<file path="src/rtl/core/sparse_polynomial_term_store_core_defines.svh">
// ----------------------------------------------------------------------------
// sparse_polynomial_term_store_core_defines
// Assertion helpers for the term store.
// ----------------------------------------------------------------------------
`ifndef SPARSE_POLYNOMIAL_TERM_STORE_CORE_DEFINES_SVH
`define SPARSE_POLYNOMIAL_TERM_STORE_CORE_DEFINES_SVH

// Implication checked on every clock edge once reset is released.
`define SPTS_ASSERT_IMP(label, ante, cons, msg) \
	label: assert property (@(posedge clk) disable iff (!arst_n) (ante) |-> (cons)) \
		else $error(msg);

// Invariant checked on every clock edge once reset is released.
`define SPTS_ASSERT_ALWAYS(label, expr, msg) \
	label: assert property (@(posedge clk) disable iff (!arst_n) (expr)) \
		else $error(msg);

`endif

</file>
<file path="src/rtl/core/spts_pkg.sv">
// ----------------------------------------------------------------------------
// spts_pkg
// Shared types and codes of the sparse polynomial term store.
// ----------------------------------------------------------------------------
package spts_pkg;

	localparam logic [1:0] CMD_ADD   = 2'd0;
	localparam logic [1:0] CMD_CLEAR = 2'd1;
	localparam logic [1:0] CMD_READ  = 2'd2;

	localparam logic [1:0] ST_OK    = 2'd0;
	localparam logic [1:0] ST_FULL  = 2'd1;
	localparam logic [1:0] ST_RANGE = 2'd2;
	localparam logic [1:0] ST_SAT   = 2'd3;

	localparam logic signed [31:0] Q_MAX = 32'sh7FFF_FFFF;
	localparam logic signed [31:0] Q_MIN = 32'sh8000_0000;

	typedef struct packed {
		logic signed [15:0] expo;
		logic signed [31:0] coef;
	} term_t;

endpackage

</file>
<file path="src/rtl/core/spts_ram.sv">
// ----------------------------------------------------------------------------
// spts_ram
// Term table: one write port, one read port, registered read data.
// ----------------------------------------------------------------------------
module spts_ram #(
	parameter int DEPTH = 64
) (
	input  logic                       clk,
	input  logic                       we,
	input  logic [$clog2(DEPTH)-1:0]   waddr,
	input  spts_pkg::term_t            wdata,
	input  logic [$clog2(DEPTH)-1:0]   raddr,
	output spts_pkg::term_t            rdata
);
	import spts_pkg::*;

	term_t mem [DEPTH];

	always_ff @(posedge clk) begin
		if (we) begin
			mem[waddr] <= wdata;
		end
	end

	always_ff @(posedge clk) begin
		rdata <= mem[raddr];
	end

endmodule

</file>
<file path="src/rtl/core/sparse_polynomial_term_store_core.sv">
// Add scans the table, then shifts entries up to insert or down to close a cancelled gap.
// Throughput: one item at a time; the scan and shift run over the single table RAM port pair.
// Reset (arst_n low, asynchronous): term count zero, output empty; table contents undefined.
// Output register lets the next item start while a result waits.
// ----------------------------------------------------------------------------
// sparse_polynomial_term_store_core
// Sorted sparse polynomial term table held in one RAM, with a sequencer.
// ----------------------------------------------------------------------------
module sparse_polynomial_term_store_core #(
	parameter int MAX_TERMS = 64
) (
	input  logic               clk,
	input  logic               arst_n,
	input  logic               in_valid,
	output logic               in_ready,
	input  logic [1:0]         command,
	input  logic signed [15:0] exponent,
	input  logic signed [31:0] coefficient,
	input  logic [5:0]         index,
	output logic               out_valid,
	input  logic               out_ready,
	output logic [1:0]         status,
	output logic [6:0]         term_count,
	output logic               is_empty,
	output logic signed [15:0] degree,
	output logic signed [15:0] read_exponent,
	output logic signed [31:0] read_coefficient
);
	import spts_pkg::*;
	`include "sparse_polynomial_term_store_core_defines.svh"

	localparam int AW = (MAX_TERMS > 1) ? $clog2(MAX_TERMS) : 1;
	localparam int CW = $clog2(MAX_TERMS + 1);
	localparam logic [CW-1:0] MAXC = CW'(MAX_TERMS);

	// sequencer states
	typedef enum logic [6:0] {
		IDLE = 7'b0000001,
		SCAN = 7'b0000010,
		SHUP = 7'b0000100,
		INS  = 7'b0001000,
		SHDN = 7'b0010000,
		RD   = 7'b0100000,
		DONE = 7'b1000000
	} state_t;

	state_t state_q, state_d;
	logic [CW-1:0] cnt_q, cnt_d, ptr_q, ptr_d, pos_q, pos_d;
	logic [CW-1:0] ptr_p1, ptr_p2, ptr_m1, ptr_m2, cnt_m1;
	logic signed [15:0] deg_q, deg_d, e_q;
	logic signed [31:0] c_q;
	logic [1:0] st_q, st_d;
	logic signed [15:0] rexp_q, rexp_d;
	logic signed [31:0] rcoef_q, rcoef_d;

	logic we;
	logic [AW-1:0] waddr, raddr;
	term_t wdata, rd;
	logic signed [32:0] sum;
	logic signed [31:0] sum_sat;
	logic sum_ovf;

	spts_ram #(.DEPTH(MAX_TERMS)) u_ram (
		.clk   (clk),
		.we    (we),
		.waddr (waddr),
		.wdata (wdata),
		.raddr (raddr),
		.rdata (rd)
	);

	assign in_ready = (state_q == IDLE);

	assign ptr_p1 = ptr_q + CW'(1);
	assign ptr_p2 = ptr_q + CW'(2);
	assign ptr_m1 = ptr_q - CW'(1);
	assign ptr_m2 = ptr_q - CW'(2);
	assign cnt_m1 = cnt_q - CW'(1);

	// merge sum, saturated to Q16.16
	assign sum     = {rd.coef[31], rd.coef} + {c_q[31], c_q};
	assign sum_ovf = (sum[32] != sum[31]);
	assign sum_sat = sum_ovf ? (sum[32] ? Q_MIN : Q_MAX) : sum[31:0];

	always_comb begin
		state_d = state_q;
		cnt_d   = cnt_q;
		ptr_d   = ptr_q;
		pos_d   = pos_q;
		deg_d   = deg_q;
		st_d    = st_q;
		rexp_d  = rexp_q;
		rcoef_d = rcoef_q;
		we      = 1'b0;
		waddr   = '0;
		wdata   = '{expo: e_q, coef: c_q};
		raddr   = '0;
		unique case (state_q)
			IDLE: begin
				if (in_valid) begin
					st_d    = ST_OK;
					rexp_d  = '0;
					rcoef_d = '0;
					state_d = DONE;
					unique case (command)
						CMD_ADD: begin
							if (coefficient == 32'sd0) begin
								state_d = DONE;
							end else if (cnt_q == '0) begin
								// empty table: straight write at the top
								we      = 1'b1;
								wdata   = '{expo: exponent, coef: coefficient};
								cnt_d   = CW'(1);
								deg_d   = exponent;
							end else begin
								ptr_d   = '0;
								state_d = SCAN;
							end
						end
						CMD_CLEAR: cnt_d = '0;
						CMD_READ: begin
							if (32'(index) < 32'(cnt_q)) begin
								raddr   = AW'(index);
								state_d = RD;
							end else begin
								st_d = ST_RANGE;
							end
						end
						default: state_d = DONE;
					endcase
				end
			end
			SCAN: begin
				if (rd.expo > e_q) begin
					if (ptr_p1 == cnt_q) begin
						// belongs after the last term
						if (cnt_q == MAXC) begin
							st_d = ST_FULL;
						end else begin
							we    = 1'b1;
							waddr = cnt_q[AW-1:0];
							cnt_d = cnt_q + CW'(1);
						end
						state_d = DONE;
					end else begin
						ptr_d = ptr_p1;
						raddr = ptr_p1[AW-1:0];
					end
				end else if (rd.expo == e_q) begin
					st_d = sum_ovf ? ST_SAT : ST_OK;
					if (sum_sat == 32'sd0) begin
						if (ptr_p1 == cnt_q) begin
							cnt_d   = cnt_m1;
							state_d = DONE;
						end else begin
							raddr   = ptr_p1[AW-1:0];
							state_d = SHDN;
						end
					end else begin
						we      = 1'b1;
						waddr   = ptr_q[AW-1:0];
						wdata   = '{expo: e_q, coef: sum_sat};
						state_d = DONE;
					end
				end else begin
					if (cnt_q == MAXC) begin
						st_d    = ST_FULL;
						state_d = DONE;
					end else begin
						pos_d   = ptr_q;
						ptr_d   = cnt_q;
						raddr   = cnt_m1[AW-1:0];
						state_d = SHUP;
					end
				end
			end
			SHUP: begin
				// move entry ptr-1 up to ptr
				we    = 1'b1;
				waddr = ptr_q[AW-1:0];
				wdata = rd;
				if (ptr_m1 == pos_q) begin
					state_d = INS;
				end else begin
					ptr_d = ptr_m1;
					raddr = ptr_m2[AW-1:0];
				end
			end
			INS: begin
				we      = 1'b1;
				waddr   = pos_q[AW-1:0];
				cnt_d   = cnt_q + CW'(1);
				if (pos_q == '0) begin
					deg_d = e_q;
				end
				state_d = DONE;
			end
			SHDN: begin
				// move entry ptr+1 down to ptr
				we    = 1'b1;
				waddr = ptr_q[AW-1:0];
				wdata = rd;
				if (ptr_q == '0) begin
					deg_d = rd.expo;
				end
				if (ptr_p2 == cnt_q) begin
					cnt_d   = cnt_m1;
					state_d = DONE;
				end else begin
					ptr_d = ptr_p1;
					raddr = ptr_p2[AW-1:0];
				end
			end
			RD: begin
				rexp_d  = rd.expo;
				rcoef_d = rd.coef;
				state_d = DONE;
			end
			DONE: begin
				if (!out_valid || out_ready) begin
					state_d = IDLE;
				end
			end
			default: state_d = IDLE;
		endcase
	end

	always_ff @(posedge clk or negedge arst_n) begin
		if (!arst_n) begin
			state_q <= IDLE;
			cnt_q   <= '0;
		end else begin
			state_q <= state_d;
			cnt_q   <= cnt_d;
		end
	end

	always_ff @(posedge clk) begin
		ptr_q   <= ptr_d;
		pos_q   <= pos_d;
		deg_q   <= deg_d;
		st_q    <= st_d;
		rexp_q  <= rexp_d;
		rcoef_q <= rcoef_d;
		if (in_valid && in_ready) begin
			e_q <= exponent;
			c_q <= coefficient;
		end
	end

	// output register: holds one result while the next item is worked on
	always_ff @(posedge clk or negedge arst_n) begin
		if (!arst_n) begin
			out_valid <= 1'b0;
		end else if (state_q == DONE && (!out_valid || out_ready)) begin
			out_valid <= 1'b1;
		end else if (out_ready) begin
			out_valid <= 1'b0;
		end
	end

	always_ff @(posedge clk) begin
		if (state_q == DONE && (!out_valid || out_ready)) begin
			status           <= st_q;
			term_count       <= 7'(cnt_q);
			is_empty         <= (cnt_q == '0);
			degree           <= (cnt_q == '0) ? 16'sd0 : deg_q;
			read_exponent    <= rexp_q;
			read_coefficient <= rcoef_q;
		end
	end

	`SPTS_ASSERT_ALWAYS(a_cnt_bound, cnt_q <= MAXC, "term count above table size")
	`SPTS_ASSERT_IMP(a_idle_no_write, state_q == IDLE && !in_valid, !we, "table write while idle")
	`SPTS_ASSERT_IMP(a_full_status, state_q == DONE && st_q == ST_FULL, cnt_q == MAXC,
		"full status with free entries")
	`SPTS_ASSERT_IMP(a_shup_order, state_q == SHUP, ptr_q > pos_q && ptr_q <= cnt_q,
		"shift pointer out of range")

endmodule

</file>
<file path="config.mk">
export PLATFORM = sky130hd
export DESIGN_NAME = sparse_polynomial_term_store_core
export DESIGN_NICKNAME = d
export VERILOG_FILES = /design/src/rtl/core/spts_pkg.sv /design/src/rtl/core/spts_ram.sv /design/src/rtl/core/sparse_polynomial_term_store_core.sv
export VERILOG_INCLUDE_DIRS = /design/src /design/src/rtl/core
export SDC_FILE = /design/constraint.sdc
export NUM_CORES = 2
export LEC_CHECK = 0
export ABC_AREA = 1
export BUFFER_PORTS_ARGS = -buffer_cell sky130_fd_sc_hd__buf_2
export CAP_MARGIN = 30
export CORE_ASPECT_RATIO = 0.7
export CORE_MARGIN = 4
export CORE_UTILIZATION = 35
export CTS_BUF_LIST = sky130_fd_sc_hd__clkbuf_8
export DETAILED_ROUTE_END_ITERATION = 7
export GPL_ROUTABILITY_DRIVEN = 0
export MAX_ROUTING_LAYER = met4
export PLACE_DENSITY = 0.61
export RECOVER_POWER = 100
export SYNTH_ARGS = -nofsm -noshare
export SYNTH_HDL_FRONTEND = slang
export SYNTH_SLANG_ARGS = --single-unit
</file>
<file path="constraint.sdc">
create_clock -name clk -period 5.7 [get_ports clk]
set_clock_uncertainty 0.1 [all_clocks]
set_input_delay 0.285 -clock clk [delete_from_list [all_inputs] [get_ports clk]]
set_output_delay 0.285 -clock clk [all_outputs]
set_load 0.03 [all_outputs]
</file>
==> flow_summary.yaml <==
timing:
  finalMaxSlewViolations: 754
  slew_headroom_pct: -88.8
  post-route-min-period_ns: 5.53
  timing.fmax_mhz: 181
  worst_slack_ns: 0.166
  rsz0062_at_grt: "yes"
  fin_hold_ws_ns: 0.119
  worst_pin_slew_ns: 2.83
  setup_viol: 0
  hold_viol: 0
  post-route-period-util_pct: 97.1
critical_path:
  r2r-start: "u_ram.rdata[15]$_DFF_P_"
  max_stage_delay_ns: 0.50
  cp-start-kind: "register"
  r2r_setup_slack_ns: 0.17
  crit_type: "register to register"
  crit_family: "simple AND/OR/NAND/NOR gates"
  timing.rr.end: "u_ram.mem[45][26]$_DFFE_PP_"
  cpMostUsedCell: "nand2_1"
  cp_data_required_time_ns: 6.39
  crit_slowest_cell: "nor2_4"
  crit_buf_inv: 4
  worstPathMaxFanout: 7
  path_cells: "buf_4, ha_1, nand2_1, nor2_1, a21oi_1, nand2_1, xor2_1, nand2_1, nand2_1, nor2_1, nand2_1, nor2_4, nand2_1, nand2_2, buf_4, o22ai_1, nand2_1, o221ai_1, and2_1, nand2_1, buf_12, nor2_4, clkbuf_4"
  reg2reg_depth: 23
  end_kind: "register"
  critPathArrivalTime_ns: 6.22
min_path:
  hold_class: "primary input to register"
  hold_end: "st_q[1]$_DFFE_PP_"
  whs_path_depth: 4
  hold_path.startpoint: "command[1]"
clock_network:
  clk_latency_ns: 1.10
  clockBufferDepth: 4
  clkTransAtPathRegs_ns: 0.08
  numCtsBuffers: 465
  cts_root_buf: "clkbuf_8"
  numClockSinks: 3337
  htree_levels: 5
  cts_tree: "built"
final_layout:
  stdcell_count: 20400
  regArea_mm2: 0.0997
  design_area_mm2: 0.173
  nNetsFinal: 14500
  layout_common_cells: "nand3_1 (3,289), edfxtp_1 (3,274), nand2_1 (3,237), inv_1 (1,535), buf_4 (650)"
  area_delta_synth_final_pct: 18.1
  layout_commonest_cell: "nand3_1"
  multi_input_comb_area_mm2: 0.0389
  fillers: 39300
  final_layout_size_suffix_gt1_share_pct: 12.0
power_and_ir_drop:
  max-vdd-ir-drop_uv: 496
  total_power_mw: 71.0
  p_per_area_mw_per_mm2: 410
  leakagePower_nw: 67.2
global_routing:
  grt_pass1_wl_mm: 691
  grt_max_degree: 145
  grt_pass1_vias: 101000
  grt_antenna_before_repair: 10
  overflow: 0
  track_usage_pct: 21.8
status:
  violations: "capacitance limit, slew limit"
  status: "complete, but fails checks"
route:
  drtAntennaViolNets: 0
  num_vias: 109000
  dr.first_iter.drc_count: 14900
  avgRoutedWirePerCell_um: 23.1
  via_per_inst: 5.34
  drt-pass1-iter-count: 7
  routed_wl_mm: 472
  drc_errors: 0
yosys:
  ys_types: 54
  syn_nets: 13600
  synth_edf_count: 3274
  syn_inst: 13500
  syn_area_per_cell_um2: 10.9
  async_reset_ff_share_pct: 0.450
  ys_seq_area_share_pct: 67.9
  syn-cell-area_mm2: 0.147
  ys_seq_elements: 3337
  synth-main-ff-cell: "edfxtp_1"
  ys_warn_count: 0
die:
  rows: 198
  dieArea_mm2: 0.430
  fp.dieW_um: 782
  core_mm2: 0.417
  pin_count: 136
  start_util_pct: 35.2
  dieHeight_um: 550
placed_design:
  place_ws_ns: -0.111
  port-buffer-count: 135
  hpwl_mm: 292
  placed_area_mm2: 0.164
  dpl.cell_count: 19400
flow_run:
  maxCapViolCount: 15
-- stage by stage --
| step | utilization [%] | TNS (ns) |
|---|---|---|
| floorplan | - | -102.37 |
| global placement | 39.3 | -62.01 |
| detailed placement | 39.3 | -3.00 |
| CTS | 41.6 | 0 |
| global route | 41.6 | -2.81 |
| finish | 41.6 | 0 |
-- worst max path at each step --
stage	startpoint	endpoint	slack [ns]	depth (start not counted)
after floorplan	c_q[0]$_DFFE_PP_	u_ram.mem[0][0]$_DFFE_PP_	-0.33	28
after global placement	u_ram.rdata[1]$_DFF_P_	u_ram.mem[53][37]$_DFFE_PP_	-0.31	31
after detailed placement	u_ram.rdata[1]$_DFF_P_	u_ram.mem[53][44]$_DFFE_PP_	-0.11	31
after CTS	u_ram.rdata[23]$_DFF_P_	u_ram.rdata[14]$_DFF_P_	0.001	30
after global routing	c_q[0]$_DFFE_PP_	u_ram.rdata[14]$_DFF_P_	-0.1	36
final	u_ram.rdata[15]$_DFF_P_	u_ram.mem[45][26]$_DFFE_PP_	0.17	23
-- registers in the layout, summed over array words and instances (netlist names), 32 cells and up --
| register | flops |
|---|---|
| c_q | 32 |
| rcoef_q | 32 |
| read_coefficient | 32 |
| u_ram.mem | 3072 |
| u_ram.rdata | 48 |
-- worst min-delay path: stages --
cell and delay (ns):
dlygate4sd3_1 0.54, buf_2 0.15, nand3_1 0.10, a21oi_1 0.07
-- what timing repair did --
action                                  4_1_cts  5_1_grt
hold endpoints to repair                   2085        0
hold buffers                                114        0
pin swaps                                     1        7
resized for setup                             1       13
gates cloned                                  0        0
buffers inserted                              2       10
endpoints found under the setup margin      119     3256
-- area by class of cell --
| cell class | count | share of cell area [%] |
|---|---|---|
| inverters | 1380 | 3.01 |
| repair buffers | 1306 | 8.11 |
| diodes | 11 | 0.0159 |
| well taps | 5600 | 4.04 |
| flip-flops and latches | 3337 | 57.5 |
| clock buffers | 484 | 3.84 |
| multi-input cells | 7920 | 22.4 |
| clock inverters | 361 | 1.05 |
-- report_power, final --
part           internal, mW  leakage (nW)  switching (mW)  total [mW]
combinational          5.11          32.0            15.0        20.1
clock                  8.36          4.99            9.46        17.8
sequential             32.4          30.2           0.660        33.1
-- kinds of logic after synthesis --
kind of cell | share of synthesized area [%]
compound gates | 1.48
flops | 67.9
buf+inv | 6.25
simple gates | 23.5
xor+xnor | 0.304
fa+ha+maj | 0.534
-- cells in the mapped netlist, types with 2 or more instances --
cell type     n  share of area, %
nor2_2        4             0.017
xnor2_1       9             0.054
nor3_1       20             0.068
o21a_1        4             0.020
o211ai_1     13             0.066
nand2_4       3             0.023
nand4_1      23             0.098
nand2_2      10             0.043
inv_1      1363               3.5
a22oi_1      30              0.15
nand3b_1    566               2.9
buf_1       191              0.49
edfxtp_1   3274                67
nand2_1    3240               8.3
o21ai_0      82              0.28
or2_2         4             0.017
buf_4        85              0.43
a41oi_1       3             0.018
buf_6         9             0.069
a21oi_1      79              0.27
clkinv_1      9             0.023
o21ai_1       8             0.027
nand3_1    3302                11
or2_1         2            0.0085
dfxtp_1      48              0.65
dfrtp_1      14              0.24
a21oi_2       2             0.012
a31oi_1       3             0.013
nor4_1       20             0.085
o21bai_1     10             0.051
buf_2       249              0.85
nor2_1      274              0.70
ha_1         61              0.52
xor2_1       42              0.25
a2111oi_0     3             0.018
inv_2         8             0.020
a221oi_1     22              0.13
o22ai_1      19             0.081
o221ai_1     45              0.27
clkbuf_1    344              0.88
a211oi_1      5             0.026
-- layer usage --
layer	track usage [%]	part of all wire, %	vias up
met5	-	0	-
met2	30.0	42	6251
met4	5.44	2.5	0
li1	-	-	48600
met1	32.8	45	53300
met3	4.28	11	734
Note: power is estimated with default switching activity, not from simulation.
